==> config.mk <==
export PLATFORM = sky130hd
export DESIGN_NAME = sorted_list_insert_remove
export DESIGN_NICKNAME = d
export VERILOG_FILES = /design/src/hdl/slri_pkg.sv /design/src/hdl/slri_cell.sv /design/src/hdl/sorted_list_insert_remove.sv
export SDC_FILE = /design/constraint.sdc
export NUM_CORES = 2
export LEC_CHECK = 0
export BUFFER_PORTS_ARGS = -buffer_cell sky130_fd_sc_hd__buf_2
export CAP_MARGIN = 20
export CORE_MARGIN = 2
export CORE_UTILIZATION = 45
export CTS_CLUSTER_SIZE = 10
export DETAILED_ROUTE_END_ITERATION = 16
export HOLD_SLACK_MARGIN = 0.15
export SYNTH_ARGS = -nofsm -noshare
export SYNTH_HDL_FRONTEND = slang
export SYNTH_SLANG_ARGS = --single-unit
==> constraint.sdc <==
create_clock -name clk -period 8.82 [get_ports clk]
set_input_delay 2.205 -clock clk [delete_from_list [all_inputs] [get_ports clk]]
set_output_delay 2.205 -clock clk [all_outputs]
set_load 0.02 [all_outputs]
==> src/hdl/slri_pkg.sv <==
// Package with the types and constants of the sorted list block.
package slri_pkg;

  localparam int SLRI_CAPACITY = 16;
  localparam int VALUE_W       = 32;
  localparam int COUNT_W       = 5;

  localparam logic ACT_INSERT = 1'b0;
  localparam logic ACT_REMOVE = 1'b1;

  // Operation broadcast to every cell of the row.
  typedef struct packed {
    logic                      ins_en;
    logic                      rem_en;
    logic signed [VALUE_W-1:0] value;
  } slri_op_t;

endpackage

==> src/hdl/slri_cell.sv <==
// One compare-and-shift cell of the sorted row.
module slri_cell import slri_pkg::*; (
  input  logic                      clk,
  input  logic                      rst,
  input  slri_op_t                  op,
  input  logic                      left_lt,
  input  logic                      left_valid,
  input  logic signed [VALUE_W-1:0] left_val,
  input  logic                      right_valid,
  input  logic signed [VALUE_W-1:0] right_val,
  input  logic                      hit_in,
  output logic                      lt,
  output logic                      stored_valid,
  output logic signed [VALUE_W-1:0] stored_val,
  output logic                      hit_out
);

  // Entries are sorted, so the cells holding smaller values form a prefix.
  assign lt      = stored_valid && (stored_val < op.value);
  // The hit chain goes high at the first equal entry and stays high to the right.
  assign hit_out = hit_in || (stored_valid && (stored_val == op.value));

  always_ff @(posedge clk) begin
    if (rst) begin
      stored_valid <= 1'b0;
    end else if (op.ins_en) begin
      stored_valid <= stored_valid || left_valid;
    end else if (op.rem_en && hit_out) begin
      stored_valid <= right_valid;
    end
  end

  always_ff @(posedge clk) begin
    if (op.ins_en && !lt) begin
      stored_val <= left_lt ? op.value : left_val;
    end else if (op.rem_en && hit_out) begin
      stored_val <= right_val;
    end
  end

endmodule

==> src/hdl/sorted_list_insert_remove.sv <==
// Top level of the sorted list block: a row of compare-and-shift cells.
//
// The block keeps up to CAPACITY signed 32-bit values in ascending order.
// Each input request carries an action (insert or remove) and a value. An
// insert places the value before any equal values already held and fails
// when the list is full; a remove takes out the first equal value and fails
// when none is held. Every request gives exactly one result: ok, the count
// after the operation (low 5 bits) and an empty flag.
// Both channels use valid and stall; a request moves on an edge where valid
// is high and stall is low. All cells compare against the broadcast value and
// shift left or right at the same edge, so a new request is taken every
// cycle while in_stall is low, and its result shows in the next cycle.
// The equality hit chain is a combinational path that runs across the row.
// A result waits in the output register while the receiver stalls; in that
// time in_stall is high and no new request is taken.
// Reset empties the list and drops any pending result at once; no clearing
// pass is needed since only the valid bits and the count are reset.
module sorted_list_insert_remove import slri_pkg::*; #(
  parameter int CAPACITY = SLRI_CAPACITY
) (
  input  logic                      clk,
  input  logic                      rst,
  input  logic                      in_valid,
  output logic                      in_stall,
  input  logic                      action,
  input  logic signed [VALUE_W-1:0] value,
  output logic                      out_valid,
  input  logic                      out_stall,
  output logic                      ok,
  output logic [COUNT_W-1:0]        count,
  output logic                      is_empty
);

  localparam int CNT_W = $clog2(CAPACITY + 1);

  // Neighbor links. Index 0 stands for the left edge of the row and index
  // CAPACITY+1 for the right edge; cell i sits at index i+1.
  logic                      lt_chain    [0:CAPACITY];
  logic                      valid_chain [0:CAPACITY+1];
  logic signed [VALUE_W-1:0] val_chain   [0:CAPACITY+1];
  logic                      hit_chain   [0:CAPACITY];

  logic             accept;
  logic             full;
  logic             found;
  logic             op_ok;
  slri_op_t         op;
  logic [CNT_W-1:0] cnt;
  logic [CNT_W-1:0] cnt_next;

  // The left edge behaves as an endless run of smaller, valid entries; the
  // right edge as an empty slot.
  assign lt_chain[0]             = 1'b1;
  assign valid_chain[0]          = 1'b1;
  assign val_chain[0]            = '0;
  assign valid_chain[CAPACITY+1] = 1'b0;
  assign val_chain[CAPACITY+1]   = '0;
  assign hit_chain[0]            = 1'b0;

  assign in_stall = out_valid && out_stall;
  assign accept   = in_valid && !in_stall;

  assign full  = valid_chain[CAPACITY];
  assign found = hit_chain[CAPACITY];

  // An insert into a full list must leave every cell alone. A remove needs
  // no gating: with no hit, no cell moves.
  assign op.ins_en = accept && (action == ACT_INSERT) && !full;
  assign op.rem_en = accept && (action == ACT_REMOVE);
  assign op.value  = value;

  genvar i;
  generate
    for (i = 0; i < CAPACITY; i++) begin : g_cell
      slri_cell u_cell (
        .clk          (clk),
        .rst          (rst),
        .op           (op),
        .left_lt      (lt_chain[i]),
        .left_valid   (valid_chain[i]),
        .left_val     (val_chain[i]),
        .right_valid  (valid_chain[i+2]),
        .right_val    (val_chain[i+2]),
        .hit_in       (hit_chain[i]),
        .lt           (lt_chain[i+1]),
        .stored_valid (valid_chain[i+1]),
        .stored_val   (val_chain[i+1]),
        .hit_out      (hit_chain[i+1])
      );
    end
  endgenerate

  // Outcome of the current request and the resulting fill level.
  always_comb begin
    op_ok    = 1'b0;
    cnt_next = cnt;
    case (action)
      ACT_INSERT: begin
        op_ok = !full;
        if (!full) begin
          cnt_next = cnt + CNT_W'(1);
        end
      end
      ACT_REMOVE: begin
        op_ok = found;
        if (found) begin
          cnt_next = cnt - CNT_W'(1);
        end
      end
      default: begin
        op_ok    = 1'b0;
        cnt_next = cnt;
      end
    endcase
  end

  always_ff @(posedge clk) begin
    if (rst) begin
      cnt <= '0;
    end else if (accept) begin
      cnt <= cnt_next;
    end
  end

  // Output register: holds a result while the receiver stalls.
  always_ff @(posedge clk) begin
    if (rst) begin
      out_valid <= 1'b0;
    end else if (accept) begin
      out_valid <= 1'b1;
    end else if (!out_stall) begin
      out_valid <= 1'b0;
    end
  end

  always_ff @(posedge clk) begin
    if (accept) begin
      ok       <= op_ok;
      count    <= COUNT_W'(cnt_next);
      is_empty <= (cnt_next == '0);
    end
  end

endmodule

==> summary by stage <==
Clock network
The TritonCTS buffer count is 67. Buffers inserted to repair hold after CTS numbered 0. The clock insertion delay at the later pin of the skew report is 0.62 ns. The number of H-tree branching levels is 3.

The clock tree from TritonCTS is built. The post-cts resize count is 0. The cell sitting at the root of the clock tree is a sky130_fd_sc_hd__clkbuf_16.

The longest clock path from root to sink contains 3 buffers. The TritonCTS sink count is 541. After clock tree synthesis, the clock-pin slew on the worst setup and hold paths is 0.05 ns. The number of buffers added for setup after CTS is 0.

Hold path
In this run the worst hold path is classified as flip-flop to flip-flop. The worst min-delay path startpoint is cnt[4].

Yosys
Counting flops with a built-in enable in the synthesized netlist gives 519. The share of async-settable or async-resettable flops after synthesis is 0. The flip-flop cell with the highest count after synthesis is sky130_fd_sc_hd__edfxtp_1. For this run, the register share of the synthesized area comes to 0.413. The net count of the mapped netlist is 4306. Dividing the synthesized area by the synthesized cell count gives 10.3 um^2. The count of cell types in the netlist is 74. The flip-flop and latch count after synthesis is 541. The count of yosys warnings during synthesis is 0. The area of the mapped netlist is 38800 um^2. The cell count after synthesis came out at 3787.

Worst setup path
Data on the critical path arrives at its endpoint at 7.53 ns. The sort of element at the end of the critical path is a flip-flop. Tracing the worst setup path back leads to its startpoint at value[31]. The path type of the worst setup path is input port to flip-flop. The critical path goes through buf_2 -> inv_1 -> ha_1 -> nand4_1 -> nor4_1 -> nand4_1 -> a211oi_1 -> o21ai_0 -> o31ai_4 -> nand2b_1 -> buf_4 -> nand2_1 -> buf_4. The worst setup path is launched from an input port. For this run, the slowest stage of the critical path takes 1.04 ns. The highest fanout seen on the critical path is 33. Data on the critical path is required at its endpoint by 9.15 ns. The setup check on the worst reg-to-reg path leaves a slack of 3.54 ns.

The worst register-to-register path begins at g_cell[7].u_cell.stored_val[26]. The slowest cell on the critical path is sky130_fd_sc_hd__a211oi_1.

Power and ir drop
The internal portion of the total power is 0.00484 W. The switching part of the total power is 0.283. The analysis attributes to cell leakage a power of 17.2 nW. Summed over all nets, the switching power comes to 0.00192 W.

The maximum VDD drop is 0.140 mV. Of the total power, the clock network draws 0.382. The share of power burned in combinational logic is 0.159. The sequential power share is 0.459.

Power spread over the standard cell area amounts to 159 nW/um^2.

Drt
The final antenna-violating net count is 0. The final layout contains routed wiring with a total length of 124 mm. In the final routed layout, each cell accounts on average for 25.0 um. The via density per instance is 6.23.

The total vias in the final route is 30800. After the first detailed-routing iteration, the DRC count stood at 2844. The DRC violation count after routing is 0. For this run, the detailed router's first-pass iteration total came to 5.

Place
Input and output buffers added on the ports amount to 45. The placed wire-length estimate after detailed placement is 92.5 mm. The final weighted congestion in routability-driven placement is 0.912.

STA
The worst-case clock skew is 0.0300 ns. The count of endpoints failing hold in the final timing report was 0. The setup total negative slack is 0 ns.

Setup violations remaining at the end of the flow were counted as 0. Setup repair after global routing left no endpoint under its margin. The part of the cycle the worst path needs is 0.817. The worst-case headroom to the max-slew limit is 0.202. The maximum achievable frequency is 0.139 GHz. The transition time at the pin with the least slew margin is 1.19 ns. The hold slack is 0.517 ns. The time the worst path needs with I/O delays and setup is 7.20 ns. The max-slew violation count was 0.

Floorplan
The initial utilization of the core area, before any placement, comes to 0.455. The die covers 88600 um^2. The floorplan die height is 298 um. In this run the core area contains 107 standard-cell rows.

The floorplan step defined a core boundary enclosing 85300 um^2. During I/O placement, the number of pins put on the boundary was 46. The die width is 298 um.

Final layout
The most common cell after layout, fill and taps aside is sky130_fd_sc_hd__edfxtp_1. In the final design database the tool counted 4288 nets. In the layout the commonest cells are 519 x sky130_fd_sc_hd__edfxtp_1, 482 x sky130_fd_sc_hd__ha_1, 409 x sky130_fd_sc_hd__a21oi_1.

In the final layout, the share of cells above drive strength 1 is 0.0813. The area growth from synthesis to layout is 9.58%.

GRT
The initial antenna violation count came to 0. Global routing finished with a remaining overflow of 0. The global-route total usage across every layer is 0.272. The largest net degree at the start of global routing is 89. The via count of the first global-routing pass is 29900.

The first global-routing pass estimated 187 mm of wire.

Status
The run finished with clean final reports.

Flow run
The tool flagged a number of max-cap violations equal to 0.
-- stage by stage --
step	worst slack, ns	total power [W]	util	std cells	cell area (um^2)
CTS	1.93	0.00676	0.498	4943	42400
global placement	1.40	0.00418	0.475	4840	40500
floorplan	2.29	0.00382	-	3787	38800
finish	1.62	0.00676	0.499	4948	42500
global route	1.54	0.00700	0.499	4947	42500
detailed placement	1.30	0.00420	0.475	4840	40500
-- state kept, by name, indices dropped and copies added (netlist names) --
signal and count:
g_cell.u_cell.stored_val 512, g_cell.u_cell.stored_valid 16, ok 1, count 5
out_valid 1, cnt 5, is_empty 1
-- final timing paths --
| kind | endpoint | cells past startpoint |
|---|---|---|
| worst max register to register | g_cell[7].u_cell.stored_val[26] | 11 |
| worst min register to register | cnt[4] | 2 |
| worst min-delay path | cnt[4] | 2 |
| worst max-delay path | g_cell[7].u_cell.stored_val[26] | 13 |
-- Yosys cell counts, types with 82 or more instances --
master                     number  area share
sky130_fd_sc_hd__edfxtp_1     519        0.40
sky130_fd_sc_hd__ha_1         482        0.16
sky130_fd_sc_hd__a21oi_1      409       0.053
sky130_fd_sc_hd__mux2i_1      392        0.10
sky130_fd_sc_hd__nor2_1       344       0.033
sky130_fd_sc_hd__nand2_1      189       0.018
sky130_fd_sc_hd__o21ai_1      184       0.024
sky130_fd_sc_hd__clkbuf_1     163       0.016
sky130_fd_sc_hd__o21ai_0      117       0.015
sky130_fd_sc_hd__nand4_1      110       0.018
sky130_fd_sc_hd__a21o_1        88       0.017
sky130_fd_sc_hd__nand3_1       82       0.011
-- kinds of logic after synthesis --
kind of cell | count (synthesis) | share of synthesized area
buffers and inverters | 318 | 0.0335
multiplexers | 489 | 0.129
flip-flops | 541 | 0.413
adder cells (fa/ha/maj) | 482 | 0.155
XOR/XNOR | 36 | 0.00812
AND/OR/NAND/NOR | 902 | 0.109
AO/OA/AOI/OAI | 1019 | 0.153
-- power groups by stage --
stage | logic (W) | clock network [W] | registers [W]
final | 0.00108 | 0.00258 | 0.00310
after global routing | 0.00120 | 0.00269 | 0.00311
after CTS | 0.00106 | 0.00261 | 0.00310
after detailed placement | 0.00105 | 0 | 0.00315
after global placement | 0.00103 | 0 | 0.00315
after floorplan | 0.000716 | 0 | 0.00310
-- layout make-up --
cell class	instances	area (um^2)
fillers	7868	42700
well taps	1144	1430
clock inverters	8	42.5
inverters	73	274
clock buffers	95	1870
multi-input cells	2928	21700
diodes	1	2.50
repair buffers	158	1160
flip-flops and latches	541	16000
-- per-layer routing --
metal	track usage	vias up	wire, um
met5	0	-	0
met4	0.0652	0	2770
met3	0.0469	162	9290
met2	0.403	1129	53300
met1	0.411	15200	58100
li1	-	14400	-
-- critical path, delay by kind of cell --
family	cells	cell delay (ns)
AO/OA/AOI/OAI	3	1.48
buffers and inverters	4	1.56
AND/OR/NAND/NOR	5	1.71
adder cells (fa/ha/maj)	1	0.52
Power figures use the tool's default switching activity.
